--- src/hdl/lsae_pkg.sv ---
package lsae_pkg;

  // request codes
  localparam logic [4:0] OP_LDB   = 5'd0;
  localparam logic [4:0] OP_LDBU  = 5'd1;
  localparam logic [4:0] OP_LDW   = 5'd2;
  localparam logic [4:0] OP_LDWU  = 5'd3;
  localparam logic [4:0] OP_LDT   = 5'd4;
  localparam logic [4:0] OP_LDTU  = 5'd5;
  localparam logic [4:0] OP_LDO   = 5'd6;
  localparam logic [4:0] OP_LDOU  = 5'd7;
  localparam logic [4:0] OP_LDHT  = 5'd8;
  localparam logic [4:0] OP_STB   = 5'd9;
  localparam logic [4:0] OP_STBU  = 5'd10;
  localparam logic [4:0] OP_STW   = 5'd11;
  localparam logic [4:0] OP_STWU  = 5'd12;
  localparam logic [4:0] OP_STT   = 5'd13;
  localparam logic [4:0] OP_STTU  = 5'd14;
  localparam logic [4:0] OP_STO   = 5'd15;
  localparam logic [4:0] OP_STOU  = 5'd16;
  localparam logic [4:0] OP_STHT  = 5'd17;
  localparam logic [4:0] OP_STCO  = 5'd18;
  localparam logic [4:0] OP_SETH  = 5'd19;
  localparam logic [4:0] OP_SETMH = 5'd20;
  localparam logic [4:0] OP_SETML = 5'd21;
  localparam logic [4:0] OP_SETL  = 5'd22;

  // access kind after folding stores onto loads
  localparam logic [3:0] KIND_HT = 4'd8;

  // access size codes
  localparam logic [1:0] SZ_BYTE  = 2'd0;
  localparam logic [1:0] SZ_WYDE  = 2'd1;
  localparam logic [1:0] SZ_TETRA = 2'd2;
  localparam logic [1:0] SZ_OCTA  = 2'd3;

  // immediate placement for the set operations
  localparam int SHIFT_HIGH_TETRA   = 32;
  localparam int SHIFT_HIGH_WYDE    = 48;
  localparam int SHIFT_LOW_MID_WYDE = 16;

  typedef struct packed {
    logic [4:0]  req_type;
    logic [63:0] base_addr;
    logic [63:0] offset;
    logic [63:0] source_value;
    logic [7:0]  const_byte;
    logic [15:0] wide_immediate;
    logic [63:0] mem_word;
  } req_t;

  typedef struct packed {
    logic [63:0] reg_value;
    logic        reg_write;
    logic [63:0] mem_addr;
    logic [63:0] store_data;
    logic [7:0]  byte_enable;
    logic        mem_write;
    logic        overflow;
  } res_t;

endpackage

--- src/hdl/lsae_datapath.sv ---
module lsae_datapath import lsae_pkg::*; (
  input  req_t req,
  output res_t res
);

  logic [63:0] ea;
  logic [3:0]  kind;
  logic [1:0]  sz;
  logic [3:0]  nbytes;
  logic [2:0]  lane;
  logic [2:0]  shb;
  logic [5:0]  shbits;
  logic [63:0] mask;
  logic [7:0]  lane_mask;
  logic [63:0] picked;
  logic [63:0] ld_value;
  logic [63:0] st_src;
  logic        is_signed;
  logic        fits;

  // effective address and access geometry
  always_comb begin
    ea     = req.base_addr + req.offset;
    kind   = (req.req_type <= OP_LDHT) ? req.req_type[3:0] : 4'(req.req_type - OP_STB);
    sz     = (kind == KIND_HT) ? SZ_TETRA : kind[2:1];
    nbytes = 4'd1 << sz;
    lane   = ea[2:0] & ~(nbytes[2:0] - 3'd1);
    shb    = 3'(4'd8 - {1'b0, lane} - nbytes);
    shbits = {shb, 3'b000};
    is_signed = (kind[0] == 1'b0) && (kind != KIND_HT);
  end

  // size masks and range check
  always_comb begin
    unique case (sz)
      SZ_BYTE: begin
        mask      = 64'h0000_0000_0000_00FF;
        lane_mask = 8'h01;
        fits      = (&req.source_value[63:7]) | ~(|req.source_value[63:7]);
      end
      SZ_WYDE: begin
        mask      = 64'h0000_0000_0000_FFFF;
        lane_mask = 8'h03;
        fits      = (&req.source_value[63:15]) | ~(|req.source_value[63:15]);
      end
      SZ_TETRA: begin
        mask      = 64'h0000_0000_FFFF_FFFF;
        lane_mask = 8'h0F;
        fits      = (&req.source_value[63:31]) | ~(|req.source_value[63:31]);
      end
      default: begin
        mask      = 64'hFFFF_FFFF_FFFF_FFFF;
        lane_mask = 8'hFF;
        fits      = 1'b1;
      end
    endcase
  end

  // load extraction and extension
  always_comb begin
    picked = (req.mem_word >> shbits) & mask;
    if (kind == KIND_HT) begin
      ld_value = picked << SHIFT_HIGH_TETRA;
    end else if (is_signed) begin
      unique case (sz)
        SZ_BYTE:  ld_value = {{56{picked[7]}}, picked[7:0]};
        SZ_WYDE:  ld_value = {{48{picked[15]}}, picked[15:0]};
        SZ_TETRA: ld_value = {{32{picked[31]}}, picked[31:0]};
        default:  ld_value = picked;
      endcase
    end else begin
      ld_value = picked;
    end
    st_src = (kind == KIND_HT) ? (req.source_value >> SHIFT_HIGH_TETRA) : req.source_value;
  end

  // result word by request class
  always_comb begin
    res = '0;
    priority if (req.req_type <= OP_LDHT) begin
      res.mem_addr  = {ea[63:3], 3'b000};
      res.reg_value = ld_value;
      res.reg_write = 1'b1;
    end else if (req.req_type <= OP_STHT) begin
      res.mem_addr    = {ea[63:3], 3'b000};
      res.store_data  = (st_src & mask) << shbits;
      res.byte_enable = lane_mask << shb;
      res.mem_write   = 1'b1;
      res.overflow    = is_signed & ~fits;
    end else if (req.req_type == OP_STCO) begin
      res.mem_addr    = {ea[63:3], 3'b000};
      res.store_data  = {56'd0, req.const_byte};
      res.byte_enable = 8'hFF;
      res.mem_write   = 1'b1;
    end else if (req.req_type == OP_SETH) begin
      res.reg_value = {req.wide_immediate, 48'd0};
      res.reg_write = 1'b1;
    end else if (req.req_type == OP_SETMH) begin
      res.reg_value = {16'd0, req.wide_immediate, 32'd0};
      res.reg_write = 1'b1;
    end else if (req.req_type == OP_SETML) begin
      res.reg_value = {32'd0, req.wide_immediate, 16'd0};
      res.reg_write = 1'b1;
    end else if (req.req_type == OP_SETL) begin
      res.reg_value = {48'd0, req.wide_immediate};
      res.reg_write = 1'b1;
    end else begin
      res = '0;
    end
  end

endmodule

--- src/hdl/load_store_align_extend_unit.sv ---
// Load/store lane logic for a 64-bit big-endian data path.
// Input channel: a request word is taken at a rising edge where start is
// high and busy is low. busy is held low, so a request can be issued in
// every cycle. The request carries the opcode, base and offset, the store
// source, the store constant, the set immediate and the fetched octabyte.
// Result channel: each request yields one result word, shown on the out_
// ports for exactly one cycle while out_valid is high. The receiver has no
// way to stall; it must take the word in that cycle.
// Path: the accepted word passes the input register, then the address
// adder and lane muxes, then the result register (one input register, one
// result register). Throughput is one word per cycle, set by the single
// pass of the address adder and lane muxes between the two registers.
// Reset (rst_n low, synchronous) drops any word in flight and clears
// out_valid; payload registers are not cleared.
module load_store_align_extend_unit import lsae_pkg::*; (
  input  logic        clk,
  input  logic        rst_n,
  input  logic        start,
  output logic        busy,
  input  logic [4:0]  in_req_type,
  input  logic [63:0] in_base_addr,
  input  logic [63:0] in_offset,
  input  logic [63:0] in_source_value,
  input  logic [7:0]  in_const_byte,
  input  logic [15:0] in_wide_immediate,
  input  logic [63:0] in_mem_word,
  output logic        out_valid,
  output logic [63:0] out_reg_value,
  output logic        out_reg_write,
  output logic [63:0] out_mem_addr,
  output logic [63:0] out_store_data,
  output logic [7:0]  out_byte_enable,
  output logic        out_mem_write,
  output logic        out_overflow
);

  req_t req_r;
  logic req_vld_r;
  res_t res_nxt;
  res_t res_r;
  logic out_valid_r;

  // every cycle is open for a new word
  assign busy = 1'b0;

  // input register
  always_ff @(posedge clk) begin
    if (!rst_n) begin
      req_vld_r <= 1'b0;
    end else begin
      req_vld_r <= start & ~busy;
    end
    if (start & ~busy) begin
      req_r.req_type       <= in_req_type;
      req_r.base_addr      <= in_base_addr;
      req_r.offset         <= in_offset;
      req_r.source_value   <= in_source_value;
      req_r.const_byte     <= in_const_byte;
      req_r.wide_immediate <= in_wide_immediate;
      req_r.mem_word       <= in_mem_word;
    end
  end

  // address, alignment and lane logic
  lsae_datapath u_datapath (
    .req (req_r),
    .res (res_nxt)
  );

  // result register
  always_ff @(posedge clk) begin
    if (!rst_n) begin
      out_valid_r <= 1'b0;
    end else begin
      out_valid_r <= req_vld_r;
    end
    if (req_vld_r) begin
      res_r <= res_nxt;
    end
  end

  assign out_valid       = out_valid_r;
  assign out_reg_value   = res_r.reg_value;
  assign out_reg_write   = res_r.reg_write;
  assign out_mem_addr    = res_r.mem_addr;
  assign out_store_data  = res_r.store_data;
  assign out_byte_enable = res_r.byte_enable;
  assign out_mem_write   = res_r.mem_write;
  assign out_overflow    = res_r.overflow;

`ifndef SYNTHESIS
  // a result word always follows an accepted request
  a_valid_follows_req: assert property (@(posedge clk) disable iff (!rst_n)
    out_valid |-> $past(req_vld_r))
    else $error("result word without a request");

  // overflow only on stores
  a_ovf_store: assert property (@(posedge clk) disable iff (!rst_n)
    (out_valid && out_overflow) |-> out_mem_write)
    else $error("overflow flagged on a non-store");

  // register write and memory write never together
  a_rw_mw_excl: assert property (@(posedge clk) disable iff (!rst_n)
    out_valid |-> !(out_reg_write && out_mem_write))
    else $error("register and memory write in one word");

  // non-stores drive no lanes
  a_no_lanes: assert property (@(posedge clk) disable iff (!rst_n)
    (out_valid && !out_mem_write) |-> (out_byte_enable == 8'h00 && out_store_data == 64'd0))
    else $error("lanes driven without a store");
`endif

endmodule
--- config.mk ---
export PLATFORM = sky130hd
export DESIGN_NAME = load_store_align_extend_unit
export DESIGN_NICKNAME = d
export VERILOG_FILES = /design/src/hdl/lsae_pkg.sv /design/src/hdl/lsae_datapath.sv /design/src/hdl/load_store_align_extend_unit.sv
export SDC_FILE = /design/constraint.sdc
export NUM_CORES = 1
export LEC_CHECK = 0
export ABC_CLOCK_PERIOD_IN_PS = 11530
export BUFFER_PORTS_ARGS = -buffer_cell sky130_fd_sc_hd__buf_2
export CELL_PAD_IN_SITES_DETAIL_PLACEMENT = 1
export CELL_PAD_IN_SITES_GLOBAL_PLACEMENT = 1
export CORE_ASPECT_RATIO = 2
export CORE_MARGIN = 2
export CORE_UTILIZATION = 47
export DETAILED_ROUTE_END_ITERATION = 10
export HOLD_SLACK_MARGIN = 0.06
export PLACE_DENSITY_LB_ADDON = 0.05
export REMOVE_ABC_BUFFERS = 1
export SLEW_MARGIN = 20
export SYNTH_ARGS = -nofsm -noshare
export SYNTH_HDL_FRONTEND = slang
export SYNTH_HIERARCHICAL = 1
export SYNTH_SLANG_ARGS = --single-unit
--- constraint.sdc ---
create_clock -name clk -period 11.53 [get_ports clk]
set_input_delay 2.306 -clock clk [delete_from_list [all_inputs] [get_ports clk]]
set_output_delay 2.306 -clock clk [all_outputs]
set_load 0.01 [all_outputs]
==> results of run 1 <==
==> flip-flops by register name (all words and copies together) (netlist names) <==
name and flops:
req_r 285, out_reg_write 1, out_reg_value 64, out_valid 1
req_vld_r 1, out_mem_addr 64, out_mem_write 1, out_overflow 1
out_byte_enable 8, out_store_data 64
==> routing by layer <==
metal  part of all wire [%]  GRT usage [%]  up-vias
met5                   0.23              0        -
met4                    7.4           21.2       34
met3                    7.0           7.33      300
met2                     53           58.9      837
met1                     33           31.5     9215
li1                       -              -     8205
==> cell usage in the layout, fill, tap and decap left out, types with 11 or more instances in the layout <==
cell type / instances
a22o_1: 33
buf_4: 24
clkbuf_16: 47
clkinv_1: 13
and3_1: 22
nor3_1: 23
xor2_1: 27
nor2b_1: 11
buf_2: 490
a221o_1: 15
a21o_1: 32
nand2_1: 187
nor4_1: 20
a31oi_1: 17
a211oi_1: 19
o21ai_0: 95
o211ai_1: 16
a21oi_1: 109
mux2i_1: 76
and2_1: 11
inv_1: 32
edfxtp_1: 488
nand3_1: 51
o21ai_1: 11
ha_1: 69
nand2b_1: 20
or3_1: 14
nand4_1: 26
o22ai_1: 33
nor2_1: 132
xnor2_1: 29
mux4_2: 15
a22oi_1: 17
diode_2: 13
mux2_2: 11
==> worst max-delay path by stage <==
stage,from,to,slack (ps),cells past startpoint
after floorplan,req_r[280],out_reg_value[16],3760,13
after global placement,req_r[280],out_store_data[39],5590,15
after detailed placement,req_r[280],out_store_data[39],5390,15
after CTS,req_r[280],out_store_data[39],5380,15
after global routing,req_r[280],out_store_data[34],5000,15
final,req_r[280],out_store_data[39],5300,15
==> stage by stage <==
| stage | std cells | total power [W] |
|---|---|---|
| floorplan | 1788 | 0.00331 |
| finish | 3047 | 0.00545 |
| detailed placement | 2953 | 0.00389 |
| CTS | 3034 | 0.00546 |
| global route | 3044 | 0.00566 |
| global placement | 2953 | 0.00385 |
==> power breakdown <==
part,internal [W],leakage (nW),switching [W],total [W]
clock network,0.000876,0.723,0.000677,0.00155
logic,0.000571,5.53,0.00103,0.00160
registers,0.00219,4.54,0.000110,0.00230
total,0.00363,10.8,0.00182,0.00545
==> area by class of cell <==
type | instances | area, sq um | area share (%)
repair buffers | 516 | 2670 | 9.40
clock inverters | 29 | 295 | 1.04
diodes | 13 | 32.5 | 0.115
clock buffers | 52 | 1190 | 4.21
flip-flops and latches | 490 | 14700 | 51.8
multi-input cells | 1266 | 8560 | 30.2
inverters | 32 | 120 | 0.423
well taps | 649 | 812 | 2.86
==> cells by family after synthesis <==
logic type | Yosys count
AOI/OAI and AO/OA | 493
xor gates and xnor gates | 59
adders and majority gates | 71
buffers and inverters | 144
DFF | 490
muxes | 105
other | 2
and+or+nand+nor | 534
==> synthesized netlist by cell type, types with 6 or more instances <==
library cell and instances:
edfxtp_1 488, nand2_1 187, nor2_1 135, a21oi_1 110
o21ai_0 95, clkbuf_1 77, mux2i_1 76, ha_1 70
nand3_1 51, a22o_1 33, o22ai_1 33, a21o_1 32
inv_1 32, xnor2_1 30, xor2_1 28, nand4_1 26
nor3_1 25, and3_1 22, a211oi_1 20, nand2b_1 20
nor4_1 20, a22oi_1 17, a31oi_1 17, buf_2 17
o211ai_1 16, a221o_1 15, mux4_2 15, or3_1 14
o21ai_1 12, and2_1 11, mux2_2 11, nor2b_1 11
a31o_2 10, o211a_1 10, o21bai_1 10, buf_4 9
o21a_1 8, o22a_1 8, buf_1 6
==> critical path, stage by stage, from the launching register on <==
cell and delay, ps:
edfxtp_1 460, inv_1 180, ha_1 320, nand2b_1 140, a21o_1 850, mux2_4 360
a31o_2 270, nor2_1 70, ha_1 280, inv_1 60, ha_4 150, xnor2_1 670
xor2_4 420, buf_4 550, nand2_1 810, o22ai_1 410
==> summary.md, run 1 <==
| Metric | Value |
|---|---|
| Number of DRC markers in iteration 0 | `approximately 1400` |
| Slew HR | `between 20% and 30%` |
| Post-synthesis compound-gate area fraction | `between 10 and 15%` |
| Vias in the first global route | `around 20000` |
| Initial Util | `between 40% and 50%` |
| Core footprint | `0.0501 sq mm` |
| Mapped Avg Cell Area | `12.5 sq um` |
| Residual DRC | `0` |
| # IOs | `roughly 500` |
| Worst-path fanout max | `37` |
| Most area-consuming cells after synthesis | `edfxtp_1 (62%), ha_1 (3.7%), mux2i_1 (3.2%), nand2_1 (3.0%), a21oi_1 (2.3%)` |
| Vias after detailed routing | `18591` |
| Slew of the pin with the lowest slew margin | `roughly 1200 ps` |
| Site row count | `116` |
| Area Overhead vs Synth | `19.4%` |
| Num Clock Sinks | `490` |
| H-tree lvl count | `2` |
| F_max | `161 MHz` |
| DR vias/cell | `about 6.1` |
| Worst setup EP type | `flip-flop` |
| Worst R2R Start | `req_r[280]` |
| Area after DPL | `0.0269 sq mm` |
| Nets | `2710` |
| Worst Path Required | `approximately 12000 ps` |
| Slew Viols, Final | `0` |
| Hpwl dp | `around 63000 um` |
| Max cap viols | `0` |
| Global route total overflow | `0` |
| Count of cell types in the netlist | `75` |
| Number of cells on the worst hold path | `2` |
| DR WL/cell | `approximately 28 um` |
| First-pass GRT wire length | `roughly 120000 um` |
| Final setup violation count | `0` |
| Largest family of logic cells by synthesized area | `compound AO/OA/AOI/OAI gates` |
| Placement Setup Slack | `5390 ps` |
| Main synth FF type | `edfxtp_1` |
| Final instance area | `~0.028 sq mm` |
| Total track usage | `between 30% and 40%` |
| Initial antenna violation count | `27` |
| Die Ht | `322 um` |
| R2r setup slk | `~5300 ps` |
| Final wirelength | `85600 um` |
| Status | `finished clean` |
| CTS tree | `built` |
| Total Die Area | `0.0525 sq mm` |
| Setup Crit Path Kind | `flip-flop to flip-flop` |
| Antenna-violating nets left | `0` |
| Max rail drop VDD | `approximately 0.16 mV` |
| Share of cells above drive strength 1 | `between 20% and 30%` |
| Resized cells post-CTS | `0` |
| Gate Count Post-Synth | `between 1500 and 2000` |
| Worst flop-to-flop path endpoint | `out_store_data[39]` |
| EDFF count, synth | `roughly 490` |
| Final Hold Viols | `0` |
| Hold Startpoint | `req_r[83]` |
| Minimum clock period | `about 6200 ps` |
| RSZ-0062 raised after global routing | `no` |
| Setup tns final | `0 ps` |
| Clock skew | `18.9 ps` |
| Register area share after synthesis | `~62%` |
| Final period util | `54.0%` |
| Biggest area consumer among synthesized cells | `edfxtp_1` |
| Post-Syn Area | `around 0.024 sq mm` |
| Largest net degree at the start of global routing | `150` |
| GP Congestion | `between 0.9 and 1` |
| Simple-gate share of the synthesized area | `10.3%` |
| Utilization after layout | `a little under three fifths` |
| Proportion of synthesized area in mux cells | `under 10%` |
| Die X | `~160 um` |
| R2R cell count | `15` |
| Post-route worst setup slack | `~5300 ps` |
| Ys async rst share | `0%` |
| Clk Latency, worst-skew pair | `590 ps` |
| Clk slew on worst S/H paths | `roughly 70 ps` |
| Post-Synth XOR/XNOR Area | `2.21%` |
| Post-CTS setup buffers | `0` |
| Hold Buf Count CTS | `0` |
| Yosys warnings | `6` |
| Critical path arrival | `roughly 6600 ps` |
| Fillers | `5229` |
| Synth Register Bits | `490` |
| Adder-cell share of the synthesized area | `under 10%` |
| 1st-pass router iterations | `5` |
| Hold EP | `out_store_data[3]` |
| Clock Tree Root | `clkbuf_16` |
| P_leak | `between 10 and 15 nW` |
| Worst Hold Slack | `569 ps` |
| Input/output buffers | `approximately 490` |
| CP Launch Type | `flip-flop` |
| CTS Buf Count | `45` |
| Hold WC Path Type | `flip-flop to flip-flop` |
| Max Root-Sink Buffers | `3` |
| Pwr/cell area | `slightly below 200 mW/mm^2` |
| Yosys top cell area share | `61.6%` |
Power figures use the tool's default switching activity.
==> inputs of run 2 (changes only) <==
Settings changed: ABC_AREA from default to 1, ABC_CLOCK_PERIOD_IN_PS 11530 to 5600, CORE_UTILIZATION 47 to 39.
Clock period 11.53 ns to 5.6 ns, I/O delays scaled along.
==> run 2 against run 1 <==
  * Fmax grew 25%
  * Die area is 29% higher
  * Final cell count is 34% higher
  * Combinational power increased to 2.5 times the previous value
  * Critical path depth grew 8
  * Hold slack improved by 52 ps
==> summary.md, run 2 <==
| Metric | Value |
|---|---|
| Status | `finished clean` |
| Post-route worst setup slack | `606 ps (-4700 ps)` |
| Post-synthesis compound-gate area fraction | `12.4% (-1.5 points)` |
| Max reg flops | `285 (unchanged)` |
| Biggest register | `req_r` |
| Die X | `185 um (+13%)` |
| Total Die Area | `0.0676 sq mm (+29%)` |
| CTS Buf Count | `48 (+6.7%)` |
| Hold Buf Count CTS | `0 (unchanged)` |
| P_leak | `12.7 nW (+17%)` |
| Most frequent cell after synthesis | `nand2_1` |
| Antenna-violating nets left | `0 (unchanged)` |
| Fillers | `7643 (+46%)` |
| Mapped Avg Cell Area | `9.47 sq um (-24%)` |
| Yosys top cell area share | `57.4% (-4.2 points)` |
| F_max | `200 MHz (+25%)` |
| Vias after detailed routing | `22549 (+21%)` |
| Pwr/cell area | `398 mW/mm^2 (+110%)` |
| Slew Viols, Final | `0 (unchanged)` |
| 1st-pass router iterations | `5 (unchanged)` |
| DR vias/cell | `5.52 (-9.5%)` |
| EDFF count, synth | `488 (unchanged)` |
| First-pass GRT wire length | `152000 um (+23%)` |
| Register area share after synthesis | `57.6% (-4.2 points)` |
| Vias in the first global route | `23785 (+20%)` |
| Num Clock Sinks | `490 (unchanged)` |
| Most area-consuming cells after synthesis | `edfxtp_1 (57%), nand2_1 (9.2%), o21ai_0 (4.1%), inv_1 (4.1%), a21oi_1 (3.9%)` |
| Max cap viols | `0 (unchanged)` |
| Simple-gate share of the synthesized area | `19.5% (+9.2 points)` |
| H-tree lvl count | `2 (unchanged)` |
| RSZ-0062 raised after global routing | `no` |
| Site row count | `132 (+14%)` |
| DR WL/cell | `25.8 um (-8.2%)` |
| Hold WC Path Type | `flip-flop to flip-flop` |
| CTS tree | `built` |
| Biggest area consumer among synthesized cells | `edfxtp_1` |
| Area Overhead vs Synth | `19.5% (about the same)` |
| Initial Util | `39.4% (-8.1 points)` |
| Clk Latency, worst-skew pair | `620 ps (+30 ps)` |
| Final wirelength | `105000 um (+23%)` |
| Post-Syn Area | `0.0255 sq mm (+7.3%)` |
| Clk slew on worst S/H paths | `60 ps (about the same)` |
| Critical path arrival | `5310 ps (-1320 ps)` |
| Max rail drop VDD | `0.316 mV (+98%)` |
| Input/output buffers | `491 (unchanged)` |
| Routing usage on met1 | `30.8% (-0.70 points)` |
| Share of cells above drive strength 1 | `20.3% (-6.7 points)` |
| Final setup violation count | `0 (unchanged)` |
| Commonest non-fill, non-tap cell in the layout | `nand2_1` |
| Leading cell types in the layout, fill and taps excluded | `nand2_1 (624), buf_2 (490), edfxtp_1 (488)` |
| Yosys warnings | `6 (unchanged)` |
| Final Hold Viols | `0 (unchanged)` |
| Ys async rst share | `0% (unchanged)` |
| Nets | `3525 (+30%)` |
| Max Root-Sink Buffers | `3 (unchanged)` |
| Slew of the pin with the lowest slew margin | `1020 ps (-135 ps)` |
| Post-Synth XOR/XNOR Area | `0.275% (-1.9 points)` |
| Residual DRC | `0 (unchanged)` |
| Count of cell types in the netlist | `57 (-24%)` |
| Worst Hold Slack | `621 ps (+51.9 ps)` |
| Global route total overflow | `0 (unchanged)` |
| Worst-path fanout max | `23 (-38%)` |
| Hpwl dp | `81900 um (+31%)` |
| Slew HR | `32.0% (+8.7 points)` |
| Setup Crit Path Kind | `flip-flop to flip-flop` |
| Met2 usage | `57.1% (-1.8 points)` |
| Clock skew | `19.9 ps (+0.968 ps)` |
| Placement Setup Slack | `614 ps (-4780 ps)` |
| Clock Tree Root | `clkbuf_16` |
| Worst setup EP type | `flip-flop` |
| Proportion of synthesized area in mux cells | `0% (-5.3 points)` |
| Main synth FF type | `edfxtp_1` |
| Number of DRC markers in iteration 0 | `1404 (+0.57%)` |
| Minimum clock period | `4990 ps (-1230 ps)` |
| # IOs | `493 (unchanged)` |
| Total track usage | `30.7% (-1.3 points)` |
| Post-CTS setup buffers | `0 (unchanged)` |
| Die Ht | `366 um (+14%)` |
| GR peak layer | `met2` |
| Gate Count Post-Synth | `2695 (+42%)` |
| Resized cells post-CTS | `0 (unchanged)` |
| Synth top cells by count | `nand2_1 (625), edfxtp_1 (488), inv_1 (278)` |
| CP Launch Type | `flip-flop` |
| Worst Path Required | `5920 ps (-6020 ps)` |
| Synth Register Bits | `490 (unchanged)` |
| Largest family of logic cells by synthesized area | `simple AND/OR/NAND/NOR gates` |
| Adder-cell share of the synthesized area | `3.51% (-0.26 points)` |
| Grt met3 use | `5.82% (-1.5 points)` |
| Core footprint | `0.0647 sq mm (+29%)` |
| Largest net degree at the start of global routing | `134 (-11%)` |
| Initial antenna violation count | `22 (-19%)` |
| Final period util | `89.2% (+35 points)` |
| GP Congestion | `0.963 (+3.3%)` |
==> run 2: changes by cell type after synthesis, sizes merged, moves of 29 or more <==
cell,before,now
nand4,26,69
a22o,33,0
inv,32,287
nor2,136,209
nand3,51,188
a21o,32,3
mux2i,77,0
o21ai,112,225
buf,35,65
a21oi,111,200
nand2,187,641
==> run 2: cell families after synthesis <==
group / Yosys count
simple gates: 1160
compound gates: 562
flops: 490
buf+inv: 402
fa+ha+maj: 71
xor+xnor: 8
other cells: 2
==> run 2: final timing paths <==
kind,from,end,slack (ps),cells past startpoint
min,req_r[64],out_reg_value[48],620,2
max,req_r[280],out_reg_value[20],610,23
min reg2reg,req_r[64],out_reg_value[48],620,2
max reg2reg,req_r[280],out_reg_value[20],610,23
==> run 2: power by group <==
| part | leakage (nW) | switching [W] | internal (W) |
|---|---|---|---|
| Sequential | 4.55 | 0.000193 | 0.00452 |
| Combinational | 7.34 | 0.00286 | 0.00118 |
| Clock | 0.767 | 0.00147 | 0.00190 |
| Total | 12.7 | 0.00452 | 0.00760 |
==> run 2: worst max-delay path, stage by stage, from the launching register on <==
cell and delay, ps:
edfxtp_1 470, inv_1 230, ha_1 230, nand2_2 60, nand2_2 110, nand2_4 170
o21ai_2 450, inv_2 170, nand2_4 110, nor2_1 40, ha_1 280, inv_1 90
ha_4 130, xor2_1 200, inv_1 120, nand2_1 130, nand2_4 190, inv_2 300
nand2_1 140, nand3b_2 430, buf_4 350, nand3_1 100, nand2_1 70, o21ai_0 90
==> run 2: cell type report <==
class,count,area [sq um],share of cell area (%)
Sequential cell,490,14700,48.2
Multi-Input combinational cell,1805,9170,30.1
Timing Repair Buffer,533,2830,9.29
Clock buffer,62,1330,4.35
Tap cell,871,1090,3.57
Inverter,288,1080,3.55
Clock inverter,27,277,0.907
Antenna cell,6,15.0,0.0492
==> run 2: metal layers <==
| metal | vias to the layer above | part of all wire, % |
|---|---|---|
| met3 | 287 | 6.0 |
| met1 | 10998 | 34 |
| met4 | 28 | 7.1 |
| li1 | 10382 | - |
| met5 | - | 0.16 |
| met2 | 854 | 53 |
==> run 2: stage by stage <==
| stage | util [%] | power, W | instance area [sq um] | instances | TNS, ps |
|---|---|---|---|---|---|
| CTS | 47.1 | 0.0122 | 30500 | 4076 | 0 |
| global placement | 44.6 | 0.00870 | 28900 | 3987 | 0 |
| finish | 47.1 | 0.0121 | 30500 | 4082 | 0 |
| floorplan | - | 0.00706 | 24900 | 2583 | -280180 |
| global route | 47.1 | 0.0127 | 30500 | 4079 | 0 |
| detailed placement | 44.6 | 0.00879 | 28900 | 3987 | 0 |
==> inputs of run 3 (changes only) <==
Settings changed: ABC_AREA 1 to default, CORE_UTILIZATION 39 to 40.
==> run 3 against run 2 <==
  * Setup slack lost 200 ps
  * Hold slack lost 58 ps
  * Clock power shrank 6.8%
  * Flip-flop and latch count is the same
  * Count of clock-buffer cells in the layout shrank 7
  * Total power shrank 7.5%
  * Largest power group unchanged
  * Sequential power is essentially flat
  * Core utilization grew 1.6 points
  * Register-to-register slack lost 200 ps
  * Critical endpoint is now out_reg_value[37]
==> summary.md, run 3 (same netlist as run 1, synthesis figures left out) <==
| Metric | Value |
|---|---|
| Worst-path fanout max | `32 (+39%)` |
| Num Clock Sinks | `490 (unchanged)` |
| Largest stage delay on the critical path | `510 ps (+40 ps)` |
| Vias after detailed routing | `18222 (-19%)` |
| Residual DRC | `0 (unchanged)` |
| Setup Crit Path Kind | `flip-flop to flip-flop` |
| P_leak | `10.9 nW (-14%)` |
| # IOs | `493 (unchanged)` |
| Hpwl dp | `64000 um (-22%)` |
| Total Die Area | `0.0615 sq mm (-9.0%)` |
| Hold WC Path Type | `flip-flop to flip-flop` |
| Critical-path cell list | `inv_1, ha_1, nand2b_1, a21o_1, buf_4, mux2i_1, a211oi_2, inv_1, ha_4, xnor2_2, xor2_4, buf_4, mux2_4, o21a_4, nand3_1, a22o_1` |
| Post-layout instance count excluding filler cells | `3183 (-22%)` |
| Setup tns final | `0 ps (unchanged)` |
| CTS Buf Count | `47 (-2.1%)` |
| Pwr/cell area | `391 mW/mm^2 (-1.7%)` |
| Site row count | `126 (-4.5%)` |
| Clock Tree Root | `clkbuf_16` |
| CP Launch Type | `flip-flop` |
| First-pass GRT wire length | `124000 um (-18%)` |
| WP buf/inv | `4 (-2)` |
| Total power | `0.0112 W (-7.5%)` |
| Worst R2R Start | `req_r[280]` |
| Status | `finished clean` |
| Die Ht | `349 um (-4.6%)` |
| Fillers | `6325 (-17%)` |
| R2r setup slk | `410 ps (-200 ps)` |
| Critical path arrival | `5540 ps (+230 ps)` |
| Worst path depth | `16 (-30%)` |
| Max rail drop VDD | `0.346 mV (+9.6%)` |
| Slew of the pin with the lowest slew margin | `1150 ps (+137 ps)` |
| GP Congestion | `0.908 (-5.7%)` |
| R2R cell count | `16 (-30%)` |
| Worst flop-to-flop path endpoint | `out_reg_value[37]` |
| Critical Path Source | `req_r[280]` |
| Nets | `2729 (-23%)` |
| Worst setup EP type | `flip-flop` |
| Area of the multi-input gates | `0.00857 sq mm (-6.6%)` |
| Clock skew | `25.7 ps (+5.82 ps)` |
| Total track usage | `27.4% (-3.3 points)` |
| Register area | `0.0147 sq mm (unchanged)` |
| Final period util | `92.8% (+3.6 points)` |
| Max Root-Sink Buffers | `3 (unchanged)` |
| Global route total overflow | `0 (unchanged)` |
| Max cap viols | `0 (unchanged)` |
| Vias in the first global route | `19525 (-18%)` |
| Antenna-violating nets left | `0 (unchanged)` |
| Worst Path Required | `5940 ps (+20 ps)` |
| Initial Util | `40.3% (+0.90 points)` |
| DR vias/cell | `5.72 (+3.6%)` |
| Utilization after layout | `48.7% (+1.6 points)` |
| Slew Viols, Final | `0 (unchanged)` |
| Critical-path top delay cell | `xor2_4` |
| Hold Buf Count CTS | `0 (unchanged)` |
| Input/output buffers | `491 (unchanged)` |
| Die X | `176 um (-4.6%)` |
| H-tree lvl count | `2 (unchanged)` |
| Max reg flops | `285 (unchanged)` |
| RSZ-0062 raised after global routing | `no` |
| Biggest register | `req_r` |
| End of the critical path | `out_reg_value[37]` |
| DR WL/cell | `26.9 um (+4.4%)` |
| Leading cell types in the layout, fill and taps excluded | `buf_2 (490), edfxtp_1 (488), nand2_1 (187)` |
| Largest net degree at the start of global routing | `125 (-6.7%)` |
| Commonest non-fill, non-tap cell in the layout | `buf_2` |
| CTS tree | `built` |
| Share of cells above drive strength 1 | `27.7% (+7.4 points)` |
| 1st-pass router iterations | `5 (unchanged)` |
| Final Hold Viols | `0 (unchanged)` |
| Clk slew on worst S/H paths | `60 ps (about the same)` |
| Final setup violation count | `0 (unchanged)` |
| Resized cells post-CTS | `0 (unchanged)` |
| Number of DRC markers in iteration 0 | `1206 (-14%)` |
| Minimum clock period | `5190 ps (+200 ps)` |
| Post-CTS setup buffers | `0 (unchanged)` |
| Initial antenna violation count | `32 (+45%)` |
| Clk Latency, worst-skew pair | `600 ps (-20 ps)` |
| Area Overhead vs Synth | `20.7%` |
| Core footprint | `0.0590 sq mm (-8.9%)` |
| F_max | `193 MHz (-3.9%)` |
| Slew HR | `23.0% (-9.0 points)` |
| Final wirelength | `85600 um (-19%)` |
| Placed instance count | `3089 (-23%)` |
| CP delay by family, top | `compound AO/OA/AOI/OAI gates` |
run 3: changes by cell type in the layout (fill, tap and decap cells not counted), moves of 25 or more:
cell     change
a21o_1      +29
mux2i_1     +76
xnor2_1     +25
a22o_1      +33
o22ai_1     +25
nor2_1      -72
nand2_1    -437
inv_1      -246
nand3_1    -137
a21oi_1     -90
o21ai_0    -114
nand4_1     -41
run 3: stage by stage:
step / hold WS [ps] / instance area (sq um) / worst slack (ps)
finish: 563 / 28700 / 406
global route: 616 / 28700 / 164
CTS: 570 / 28700 / 149
detailed placement: 552 / 27200 / 173
global placement: 550 / 27200 / 323
floorplan: 529 / 23300 / -2170
run 3: worst min-delay path, stage by stage, from the launching register on:
cell and delay (ps):
edfxtp_1 320, a21oi_1 60, nor2_1 70
run 3: worst min path at each step:
stage	start	endpoint	slack (ps)	cells after the start
3_5_place_dp	req_r[83]	out_store_data[3]	550	2
5_1_grt	req_r[86]	out_store_data[6]	620	2
3_3_place_gp	req_r[80]	out_store_data[0]	550	2
4_1_cts	req_r[83]	out_store_data[3]	570	2
6_report	req_r[83]	out_store_data[3]	560	2
2_1_floorplan	req_r[80]	out_store_data[0]	530	2
run 3: report_power, final:
part | switching [W] | internal [W] | total, W
sequential | 0.000213 | 0.00450 | 0.00471
clock | 0.00141 | 0.00173 | 0.00314
combinational | 0.00214 | 0.00123 | 0.00337
total | 0.00376 | 0.00746 | 0.0112
run 3: area by class of cell:
cell class | count | share of cell area, %
sequential | 490 | 51.2
multi-input combinational | 1266 | 29.9
timing repair buffer | 533 | 9.92
clock buffer | 55 | 4.35
tap | 768 | 3.35
clock inverter | 29 | 0.768
inverter | 32 | 0.419
antenna | 10 | 0.0872
run 3: layer usage:
| layer | GRT usage (%) | wire [um] |
|---|---|---|
| met2 | 51.0 | 45500 |
| met1 | 28.7 | 29900 |
| met5 | 0 | 278 |
| met4 | 12.2 | 3970 |
| met3 | 6.85 | 6040 |
